--- config.mk ---
export PLATFORM = sky130hd
export DESIGN_NAME = box_collision_blocked_directions_unit
export DESIGN_NICKNAME = d
export VERILOG_FILES = /design/src/hw/rtl/bcbd_pkg.sv /design/src/hw/rtl/box_collision_blocked_directions_unit.sv /design/src/hw/rtl/bcbd_corner_mem.sv /design/src/hw/rtl/bcbd_eval.sv
export SDC_FILE = /design/constraint.sdc
export NUM_CORES = 2
export LEC_CHECK = 0
export BUFFER_PORTS_ARGS = -buffer_cell sky130_fd_sc_hd__buf_2
export CAP_MARGIN = 5
export CORE_MARGIN = 5
export CORE_UTILIZATION = 40
export CTS_BUF_LIST = sky130_fd_sc_hd__clkbuf_8 sky130_fd_sc_hd__clkbuf_16
export DETAILED_ROUTE_END_ITERATION = 12
export GPL_TIMING_DRIVEN = 0
export PLACE_DENSITY = 0.63
export SYNTH_ARGS = -nofsm -noshare
export SYNTH_HDL_FRONTEND = slang
export SYNTH_SLANG_ARGS = --single-unit
--- constraint.sdc ---
create_clock -name clk -period 12.7 [get_ports clk]
set_input_delay 0.635 -clock clk [delete_from_list [all_inputs] [get_ports clk]]
set_output_delay 0.635 -clock clk [all_outputs]
set_load 0.005 [all_outputs]
--- src/hw/rtl/bcbd_pkg.sv ---
// Shared constants, request codes and status types of the box collision unit.
// Depends on nothing; every other file of the block refers to it.
`default_nettype none

package bcbd_pkg;

	localparam int COORD_WIDTH_DEF = 32;
	localparam int IN_COORD_WIDTH  = 32;
	localparam int STEP_WIDTH      = 24;
	localparam logic [STEP_WIDTH-1:0] STEP_RESET = 24'd655360;

	localparam int CORNERS   = 8;
	localparam int BOXES     = 2;
	localparam int DEPTH     = CORNERS * BOXES;
	localparam int ADDR_W    = $clog2(DEPTH);
	localparam int CORNER_W  = $clog2(CORNERS);
	localparam int DIR_COUNT = 4;
	localparam int REQ_W     = 2;

	localparam logic [REQ_W-1:0] REQ_WRITE   = 2'd0;
	localparam logic [REQ_W-1:0] REQ_SET_ALL = 2'd1;
	localparam logic [REQ_W-1:0] REQ_EVAL    = 2'd2;

	localparam logic BOX_MOVING = 1'b0;
	localparam logic BOX_TARGET = 1'b1;

	// hits[0] unshifted overlap, hits[1..4] +x, -x, +z, -z probe hits
	typedef struct packed {
		logic                 busy;
		logic                 done;
		logic [DIR_COUNT:0]   hits;
	} eval_stat_t;

endpackage

`default_nettype wire

--- src/hw/rtl/box_collision_blocked_directions_unit.sv ---
// Top level of the box collision unit: request decode, step register,
// allowed-direction mask and result register. Uses bcbd_pkg, bcbd_corner_mem, bcbd_eval.
//
// Usage:
//   Input channel (in_valid / in_stall) carries one request word: a corner write
//   (box_sel, corner_index, corner_x/y/z), a set-all-allowed, or an evaluate.
//   Corner writes and set-all return nothing. Code 3 is dropped.
//   An evaluate reads the sixteen stored corners twice through the store's single
//   read port, once for box bounds and once for the containment tests, and
//   returns one word (overlap, allowed_dirs) on the output channel; no further
//   request is taken until that word has been placed in the output register.
//   out_valid holds with its word until out_stall is low. While a result waits,
//   writes and set-all requests are still taken; a following evaluate finishes
//   its passes and then holds until the output register is free.
//   cfg_wen writes step_distance from cfg_wdata; write it only while idle.
//   Reset clears the handshake, sets all directions allowed and step_distance
//   to 10.0. Corner contents are undefined until written.
`default_nettype none

module box_collision_blocked_directions_unit #(
	parameter int COORD_WIDTH = bcbd_pkg::COORD_WIDTH_DEF
) (
	input  wire logic                                    clk,
	input  wire logic                                    arst_n,
	input  wire logic                                    cfg_wen,
	input  wire logic [bcbd_pkg::STEP_WIDTH-1:0]         cfg_wdata,
	input  wire logic                                    in_valid,
	output logic                                         in_stall,
	input  wire logic [bcbd_pkg::REQ_W-1:0]              req_type,
	input  wire logic                                    box_sel,
	input  wire logic [bcbd_pkg::CORNER_W-1:0]           corner_index,
	input  wire logic signed [bcbd_pkg::IN_COORD_WIDTH-1:0] corner_x,
	input  wire logic signed [bcbd_pkg::IN_COORD_WIDTH-1:0] corner_y,
	input  wire logic signed [bcbd_pkg::IN_COORD_WIDTH-1:0] corner_z,
	output logic                                         out_valid,
	input  wire logic                                    out_stall,
	output logic                                         overlap,
	output logic      [bcbd_pkg::DIR_COUNT-1:0]          allowed_dirs
);

	logic [bcbd_pkg::STEP_WIDTH-1:0] step_q;
	logic [bcbd_pkg::DIR_COUNT-1:0]  mask_q;
	logic [bcbd_pkg::DIR_COUNT-1:0]  mask_next;
	logic                            out_valid_q;
	logic                            overlap_q;
	logic [bcbd_pkg::DIR_COUNT-1:0]  dirs_q;

	logic                            in_acc;
	logic                            mem_we;
	logic                            start;
	logic                            out_free;
	logic signed [COORD_WIDTH-1:0]   cx, cy, cz;
	logic                            rd_en;
	logic [bcbd_pkg::ADDR_W-1:0]     rd_addr;
	logic [3*COORD_WIDTH-1:0]        rd_data;
	bcbd_pkg::eval_stat_t            stat;

	assign in_acc   = in_valid && !in_stall;
	assign in_stall = stat.busy;
	assign mem_we   = in_acc && (req_type == bcbd_pkg::REQ_WRITE);
	assign start    = in_acc && (req_type == bcbd_pkg::REQ_EVAL);
	assign out_free = !out_valid_q || !out_stall;

	assign cx = COORD_WIDTH'(corner_x);
	assign cy = COORD_WIDTH'(corner_y);
	assign cz = COORD_WIDTH'(corner_z);

	assign mask_next = mask_q & ~stat.hits[bcbd_pkg::DIR_COUNT:1];

	bcbd_corner_mem #(
		.COORD_WIDTH(COORD_WIDTH)
	) u_mem (
		.clk   (clk),
		.we    (mem_we),
		.waddr ({box_sel, corner_index}),
		.wdata ({cz, cy, cx}),
		.re    (rd_en),
		.raddr (rd_addr),
		.rdata (rd_data)
	);

	bcbd_eval #(
		.COORD_WIDTH(COORD_WIDTH)
	) u_eval (
		.clk      (clk),
		.arst_n   (arst_n),
		.start    (start),
		.out_free (out_free),
		.step     (step_q),
		.rd_en    (rd_en),
		.rd_addr  (rd_addr),
		.rd_data  (rd_data),
		.stat     (stat)
	);

	always_ff @(posedge clk or negedge arst_n) begin
		if (!arst_n) begin
			step_q <= bcbd_pkg::STEP_RESET;
		end else if (cfg_wen) begin
			step_q <= cfg_wdata;
		end
	end

	// mask: clear on probe hits, refill on set-all
	always_ff @(posedge clk or negedge arst_n) begin
		if (!arst_n) begin
			mask_q <= '1;
		end else if (stat.done) begin
			mask_q <= mask_next;
		end else if (in_acc) begin
			case (req_type)
				bcbd_pkg::REQ_SET_ALL: mask_q <= '1;
				default:               mask_q <= mask_q;
			endcase
		end
	end

	always_ff @(posedge clk or negedge arst_n) begin
		if (!arst_n) begin
			out_valid_q <= 1'b0;
		end else if (stat.done) begin
			out_valid_q <= 1'b1;
		end else if (!out_stall) begin
			out_valid_q <= 1'b0;
		end
	end

	always_ff @(posedge clk) begin
		if (stat.done) begin
			overlap_q <= stat.hits[0];
			dirs_q    <= mask_next;
		end
	end

	assign out_valid    = out_valid_q;
	assign overlap      = overlap_q;
	assign allowed_dirs = dirs_q;

`ifndef SYNTH
	a_eval_busy: assert property (@(posedge clk) disable iff (!arst_n)
		start |=> in_stall)
		else $error("evaluate accepted without entering busy");

	a_no_write_busy: assert property (@(posedge clk) disable iff (!arst_n)
		mem_we |-> !stat.busy)
		else $error("corner write during evaluation");

	a_mask_refill: assert property (@(posedge clk) disable iff (!arst_n)
		($past(arst_n) && ((mask_q & ~$past(mask_q)) != '0)) |->
		$past(in_acc && req_type == bcbd_pkg::REQ_SET_ALL))
		else $error("allowed mask gained a bit without set-all");

	a_done_free: assert property (@(posedge clk) disable iff (!arst_n)
		stat.done |=> out_valid)
		else $error("evaluation result lost");
`endif

endmodule

`default_nettype wire

--- src/hw/rtl/bcbd_corner_mem.sv ---
// Corner store: sixteen entries of packed {z, y, x} coordinates.
// One write port, one read port with registered data. Uses bcbd_pkg.
`default_nettype none

module bcbd_corner_mem #(
	parameter int COORD_WIDTH = bcbd_pkg::COORD_WIDTH_DEF
) (
	input  wire logic                         clk,
	input  wire logic                         we,
	input  wire logic [bcbd_pkg::ADDR_W-1:0]  waddr,
	input  wire logic [3*COORD_WIDTH-1:0]     wdata,
	input  wire logic                         re,
	input  wire logic [bcbd_pkg::ADDR_W-1:0]  raddr,
	output logic      [3*COORD_WIDTH-1:0]     rdata
);

	logic [3*COORD_WIDTH-1:0] mem_q [0:bcbd_pkg::DEPTH-1];

	always_ff @(posedge clk) begin
		if (we) begin
			mem_q[waddr] <= wdata;
		end
	end

	always_ff @(posedge clk) begin
		if (re) begin
			rdata <= mem_q[raddr];
		end
	end

endmodule

`default_nettype wire

--- src/hw/rtl/bcbd_eval.sv ---
// Evaluate sequencer: a bounds pass and a containment pass over the corner store.
// Drives the store read port and reports probe hits. Uses bcbd_pkg.
`default_nettype none

module bcbd_eval #(
	parameter int COORD_WIDTH = bcbd_pkg::COORD_WIDTH_DEF
) (
	input  wire logic                               clk,
	input  wire logic                               arst_n,
	input  wire logic                               start,
	input  wire logic                               out_free,
	input  wire logic [bcbd_pkg::STEP_WIDTH-1:0]    step,
	output logic                                    rd_en,
	output logic      [bcbd_pkg::ADDR_W-1:0]        rd_addr,
	input  wire logic [3*COORD_WIDTH-1:0]           rd_data,
	output bcbd_pkg::eval_stat_t                    stat
);

	localparam int EXT_W = ((COORD_WIDTH > bcbd_pkg::STEP_WIDTH) ? COORD_WIDTH
		: bcbd_pkg::STEP_WIDTH + 1) + 1;
	localparam logic [bcbd_pkg::ADDR_W-1:0] LAST_ADDR = bcbd_pkg::ADDR_W'(bcbd_pkg::DEPTH - 1);

	localparam logic [2:0] ST_IDLE = 3'd0;
	localparam logic [2:0] ST_BND  = 3'd1;
	localparam logic [2:0] ST_TST  = 3'd2;
	localparam logic [2:0] ST_WAIT = 3'd3;
	localparam logic [2:0] ST_DONE = 3'd4;

	logic [2:0]                    state_q;
	logic [bcbd_pkg::ADDR_W-1:0]   cnt_q;
	logic                          rv_s1;
	logic                          test_s1;
	logic [bcbd_pkg::ADDR_W-1:0]   ra_s1;
	logic                          v_s2;
	logic                          box_s2;
	logic signed [EXT_W-1:0]       x_s2, y_s2, z_s2, xp_s2, xm_s2, zp_s2, zm_s2;
	logic [bcbd_pkg::DIR_COUNT:0]  hit_q;

	logic signed [COORD_WIDTH-1:0] mlo_q [0:2];
	logic signed [COORD_WIDTH-1:0] mhi_q [0:2];
	logic signed [COORD_WIDTH-1:0] tlo_q [0:2];
	logic signed [COORD_WIDTH-1:0] thi_q [0:2];

	logic signed [COORD_WIDTH-1:0] crd [0:2];
	logic signed [EXT_W-1:0]       s_ext;
	logic                          first;
	logic                          done;

	assign crd[0] = signed'(rd_data[COORD_WIDTH-1:0]);
	assign crd[1] = signed'(rd_data[2*COORD_WIDTH-1:COORD_WIDTH]);
	assign crd[2] = signed'(rd_data[3*COORD_WIDTH-1:2*COORD_WIDTH]);
	assign s_ext  = signed'(EXT_W'(step));
	assign first  = (ra_s1[bcbd_pkg::CORNER_W-1:0] == '0);

	assign rd_en   = (state_q == ST_BND) || (state_q == ST_TST);
	assign rd_addr = cnt_q;
	assign done    = (state_q == ST_DONE) && out_free;

	always_comb begin
		stat.busy = (state_q != ST_IDLE);
		stat.done = done;
		stat.hits = hit_q;
	end

	// sequencer
	always_ff @(posedge clk or negedge arst_n) begin
		if (!arst_n) begin
			state_q <= ST_IDLE;
			cnt_q   <= '0;
			rv_s1   <= 1'b0;
			test_s1 <= 1'b0;
			v_s2    <= 1'b0;
		end else begin
			rv_s1   <= rd_en;
			test_s1 <= (state_q == ST_TST);
			v_s2    <= rv_s1 && test_s1;
			case (state_q)
				ST_IDLE: begin
					cnt_q <= '0;
					if (start) begin
						state_q <= ST_BND;
					end
				end
				ST_BND: begin
					cnt_q <= cnt_q + 1'b1;
					if (cnt_q == LAST_ADDR) begin
						state_q <= ST_TST;
					end
				end
				ST_TST: begin
					cnt_q <= cnt_q + 1'b1;
					if (cnt_q == LAST_ADDR) begin
						state_q <= ST_WAIT;
					end
				end
				ST_WAIT: begin
					if (!rv_s1 && !v_s2) begin
						state_q <= ST_DONE;
					end
				end
				ST_DONE: begin
					if (out_free) begin
						state_q <= ST_IDLE;
					end
				end
				default: begin
					state_q <= ST_IDLE;
				end
			endcase
		end
	end

	always_ff @(posedge clk) begin
		ra_s1 <= cnt_q;
	end

	// bounds pass: min and max per axis of each box
	always_ff @(posedge clk) begin
		if (rv_s1 && !test_s1) begin
			for (int a = 0; a < 3; a++) begin
				if (ra_s1[bcbd_pkg::ADDR_W-1] == bcbd_pkg::BOX_MOVING) begin
					if (first || crd[a] < mlo_q[a]) mlo_q[a] <= crd[a];
					if (first || crd[a] > mhi_q[a]) mhi_q[a] <= crd[a];
				end else begin
					if (first || crd[a] < tlo_q[a]) tlo_q[a] <= crd[a];
					if (first || crd[a] > thi_q[a]) thi_q[a] <= crd[a];
				end
			end
		end
	end

	// test pass, first stage: form the shifted coordinates
	always_ff @(posedge clk) begin
		if (rv_s1 && test_s1) begin
			box_s2 <= ra_s1[bcbd_pkg::ADDR_W-1];
			x_s2   <= EXT_W'(crd[0]);
			y_s2   <= EXT_W'(crd[1]);
			z_s2   <= EXT_W'(crd[2]);
			xp_s2  <= EXT_W'(crd[0]) + s_ext;
			xm_s2  <= EXT_W'(crd[0]) - s_ext;
			zp_s2  <= EXT_W'(crd[2]) + s_ext;
			zm_s2  <= EXT_W'(crd[2]) - s_ext;
		end
	end

	// test pass, second stage: containment against the other box's bounds
	logic signed [EXT_W-1:0] blo [0:2];
	logic signed [EXT_W-1:0] bhi [0:2];
	logic cx0, cxp, cxm, cy, cz0, czp, czm;
	logic [bcbd_pkg::DIR_COUNT:0] hit_now;

	always_comb begin
		for (int a = 0; a < 3; a++) begin
			blo[a] = (box_s2 == bcbd_pkg::BOX_TARGET) ? EXT_W'(mlo_q[a]) : EXT_W'(tlo_q[a]);
			bhi[a] = (box_s2 == bcbd_pkg::BOX_TARGET) ? EXT_W'(mhi_q[a]) : EXT_W'(thi_q[a]);
		end
		cx0 = (blo[0] <= x_s2)  && (x_s2  <= bhi[0]);
		cxp = (blo[0] <= xp_s2) && (xp_s2 <= bhi[0]);
		cxm = (blo[0] <= xm_s2) && (xm_s2 <= bhi[0]);
		cy  = (blo[1] <= y_s2)  && (y_s2  <= bhi[1]);
		cz0 = (blo[2] <= z_s2)  && (z_s2  <= bhi[2]);
		czp = (blo[2] <= zp_s2) && (zp_s2 <= bhi[2]);
		czm = (blo[2] <= zm_s2) && (zm_s2 <= bhi[2]);
		// a target corner sees the moving box shift, so it tests the opposite offset
		hit_now[0] = cx0 && cy && cz0;
		hit_now[1] = (box_s2 ? cxm : cxp) && cy && cz0;
		hit_now[2] = (box_s2 ? cxp : cxm) && cy && cz0;
		hit_now[3] = cx0 && cy && (box_s2 ? czm : czp);
		hit_now[4] = cx0 && cy && (box_s2 ? czp : czm);
	end

	always_ff @(posedge clk or negedge arst_n) begin
		if (!arst_n) begin
			hit_q <= '0;
		end else if (start && state_q == ST_IDLE) begin
			hit_q <= '0;
		end else if (v_s2) begin
			hit_q <= hit_q | hit_now;
		end
	end

endmodule

`default_nettype wire

==> flow_metrics.env <==
export IMPL_outcome="finished with violations"
export IMPL_violations="capacitance limit"
export IMPL_drive_above_1_share_pct=11.87
export IMPL_hold_path_class="primary input to flop"
export IMPL_ant_nets=0
export IMPL_hold_buffers=17
export IMPL_grt_usage_pct=21.44
export IMPL_postCtsSetupRepairBufs=0
export IMPL_initial_utilization_pct=40.24
export IMPL_synth_top_area_share_pct=61.79
export IMPL_synth_edf_count=2248
export IMPL_overflow=0
export IMPL_synth_ff_type="edfxtp_1"
export IMPL_gp_congestion=0.9427
export IMPL_final_hold_viol_count=0
export IMPL_cts_tree="built"
export IMPL_grt_max_degree=67
export IMPL_ys_ff_latch=2296
export IMPL_placedCellCount=11440
export IMPL_r2r_slack_ps=5900
export IMPL_cp_end_kind="flop"
export IMPL_synth_cell_types=87
export IMPL_crit_fanout=10
export IMPL_post_route_period_util_pct=53.56
export IMPL_cts_root_buf="clkbuf_16"
export IMPL_final_cell_count_no_fill=11910
export IMPL_die_h_um=532.6
export IMPL_worst_pin_slew_ps=1464
export IMPL_crit_start="u_eval.box_s2"
export IMPL_vdd_drop_max_mv=0.1375
export IMPL_rsz0062_at_grt="no"
export IMPL_multi_input_area_um2=37330
export IMPL_vias_per_cell=5.661
export IMPL_cts_made_buffers=231
export IMPL_grt_first_pass_wirelength_mm=451.8
export IMPL_area_growth_pct=14.13
export IMPL_r2r_end="u_eval.hit_q[0]"
export IMPL_synth_top_family_by_area="adder cells"
export IMPL_yosysTopAreaCell="edfxtp_1"
export IMPL_post_route_min_period_ps=6803
export IMPL_slew_viol_final=0
export IMPL_endpoint="u_eval.hit_q[0]"
export IMPL_num_fill_cells=23530
export IMPL_setup_tns_ps=0
export IMPL_layout_nets=9183
export IMPL_start_kind="flop"
export IMPL_first_iter_violations=6502
export IMPL_r2r_cells=14
export IMPL_p_leak_nw=46.73
export IMPL_async_flop_share_pct=1.916
export IMPL_ioPinCount=138
export IMPL_wl_per_cell_um=26.20
export IMPL_std_cell_rows=191
export IMPL_postSynthNetCount=8662
export IMPL_yosysWarnings=0
export IMPL_cts_buffer_depth=3
export IMPL_timing_rr_start="u_eval.box_s2"
export IMPL_cts_sink_count=2296
export IMPL_maxCapViolCount=1
export IMPL_synthAdderAreaFrac_pct=10.71
export IMPL_required_ps=13520
export IMPL_cts_max_level=4
export IMPL_internal_power_mw=17.65
export IMPL_synth_compound_area_share_pct=8.773
export IMPL_cts_resized=0
export IMPL_combPwrFrac_pct=37.0
export IMPL_setup_viol=0
export IMPL_drc=0
export IMPL_dp_final_hpwl_mm=231.1
export IMPL_netSwitchingFraction_pct=37.83
export IMPL_muxShareOfSynthArea_pct=8.610
export IMPL_yosysSeqAreaShare_pct=62.87
export IMPL_grt_pass1_vias=67600
export IMPL_power_density_nw_per_um2=227.7
export IMPL_critPathArrivalTime_ps=7630
export IMPL_finalClockSkew_ps=67.97
export IMPL_vias=67420
export IMPL_avgSynthCellArea_um2=14.38
export IMPL_min_path_cells=3
export IMPL_routed_wl_mm=312.1
export IMPL_fmax_mhz=147.0
export IMPL_seq_area_um2=68690
export IMPL_slew_headroom_pct=1.380
export IMPL_insertion_delay_ps=900
export IMPL_path_clk_slew_ps=60
export IMPL_core_area_um2=271500
export IMPL_yosys_area_share_xor_xnor_pct=0.8417
export IMPL_syn_cell_area_um2=109300
export IMPL_portBuffers=136
export IMPL_synth_simple_gate_area_share_pct=5.013
export IMPL_power_frac_clock_pct=23.9
export IMPL_synth_area_leaders="edfxtp_1 (62%), ha_1 (11%), mux4_2 (4.0%)"
export IMPL_dieWidth_um=532.6
export IMPL_dieArea_um2=283700
export IMPL_power_switching_mw=10.74
export IMPL_hold_ws_ps=32.54
export IMPL_grt_antenna_before_repair=70
export IMPL_syn_inst=7600
export IMPL_critPathKind="flop to flop"
export IMPL_firstDrtPassIters=6
export IMPL_seq_power_share_pct=39.1
cell families (layout without fill, tap and decap cells):
logic type,count (synthesis),in the layout
flops,2296,2296
other cells,0,23
xor+xnor,105,105
simple gates,1136,1136
mux,687,687
fa+ha+maj,933,933
buf+inv,918,1636
compound gates,1525,1525
area by class of cell:
class,count,share of cell area (%)
clock inverter,190,1.300
multi-input combinational,4386,29.94
tap,3570,3.582
antenna,23,0.04616
sequential,2296,55.09
buffer,234,0.7335
clock buffer,240,4.780
inverter,684,2.059
timing repair buffer,288,2.471
synth_stat cells, drive strengths merged (8+ instances only):
master   number
a311o         9
buf          72
nand3        89
nand2       384
a2111oi      25
o21a         26
nand4       144
nor3         84
xor2         32
o21ai       484
or2           8
dfrtp        38
mux4        192
a21o        136
clkbuf      162
nor2        235
and4         18
nor2b        46
and2         12
xnor2        73
and3         12
nor4         24
inv         684
ha          927
nand2b       32
a21boi        9
a21oi       402
a22oi       101
or3          17
mux2i       393
mux2        102
a211oi       62
o31ai        11
a221oi      108
o2111ai      14
o211ai       28
a31oi        19
edfxtp     2248
o21bai       17
registers in the layout, summed over array words and instances (netlist names), 33 cells and up:
signal,cells
u_eval.xm_s2,33
u_eval.mlo_q,96
u_mem.mem_q,1536
u_eval.mhi_q,96
u_mem.rdata,96
u_eval.tlo_q,96
u_eval.zm_s2,33
u_eval.thi_q,96
stage by stage:
stage / instance area [µm²] / util, % / worst slack [ps] / total power [mW]
floorplan: 109300 / - / 3974 / 17.50
global placement: 114400 / 42.14 / -5801 / 21.27
detailed placement: 116800 / 43.03 / 5710 / 21.60
CTS: 124600 / 45.89 / 5693 / 28.41
global route: 124700 / 45.92 / 5730 / 29.94
finish: 124700 / 45.93 / 5897 / 28.39
routing by layer:
| metal | up-vias | global-route usage (%) | wire [µm] |
|---|---|---|---|
| li1 | 30400 | - | - |
| met1 | 33930 | 28.32 | 129500 |
| met2 | 2464 | 35.54 | 147800 |
| met3 | 591 | 4.059 | 22850 |
| met4 | 44 | 7.388 | 11660 |
| met5 | - | 0 | 297 |
critical path, cell delays in order, from the launching register on:
cell and delay (ps):
edfxtp_1 320, clkbuf_1 610, clkbuf_1 880, clkbuf_1 1080, mux2i_1 380, ha_1 330, a21oi_1 150, a21boi_0 90
o311ai_0 610, nand4_1 230, a21oi_1 200, a41oi_1 60, or4_1 760, a2111oi_2 740, a22o_1 230
power by group through the flow:
stage          clock (mW)  combinational (mW)  sequential (mW)
3_3_place_gp            0                9.88             11.4
3_5_place_dp            0                10.4             11.2
2_1_floorplan           0                6.83             10.7
6_report             6.79                10.5             11.1
4_1_cts              6.89                10.4             11.1
5_1_grt              7.21                11.5             11.2
cell usage in the layout (no fill, tap or decap), drive strengths merged, types with 18 or more instances in the layout:
| cell type | synthesis | final |
|---|---|---|
| and4 | 18 | 18 |
| a21o | 136 | 136 |
| o211ai | 28 | 28 |
| nand2b | 32 | 32 |
| nor4 | 24 | 24 |
| clkinv | 0 | 114 |
| a2111oi | 25 | 25 |
| a221oi | 108 | 108 |
| edfxtp | 2248 | 2248 |
| xnor2 | 73 | 73 |
| o21a | 26 | 26 |
| mux4 | 192 | 192 |
| mux2 | 102 | 102 |
| xor2 | 32 | 32 |
| nand4 | 144 | 144 |
| mux2i | 393 | 393 |
| nand2 | 384 | 384 |
| nor3 | 84 | 84 |
| a211oi | 62 | 62 |
| a31oi | 19 | 19 |
| a22oi | 101 | 101 |
| ha | 927 | 927 |
| nor2b | 46 | 46 |
| a21oi | 402 | 402 |
| diode | 0 | 23 |
| nand3 | 89 | 89 |
| inv | 684 | 727 |
| bufinv | 0 | 21 |
| nor2 | 235 | 235 |
| o21ai | 484 | 484 |
| clkbuf | 162 | 402 |
| dfrtp | 38 | 38 |
| buf | 72 | 343 |
how the worst min path moves through the flow:
stage	slack, ps	startpoint	endpoint
6_report	30	cfg_wdata[15]	step_q[15]
5_1_grt	10	cfg_wdata[1]	step_q[1]
4_1_cts	1	cfg_wdata[1]	step_q[1]
3_5_place_dp	450	u_eval.rd_addr[1]	u_eval.ra_s1[1]
3_3_place_gp	430	u_eval.rd_addr[1]	u_eval.ra_s1[1]
2_1_floorplan	340	arst_n	out_valid
(Power assumes the default switching activity.)
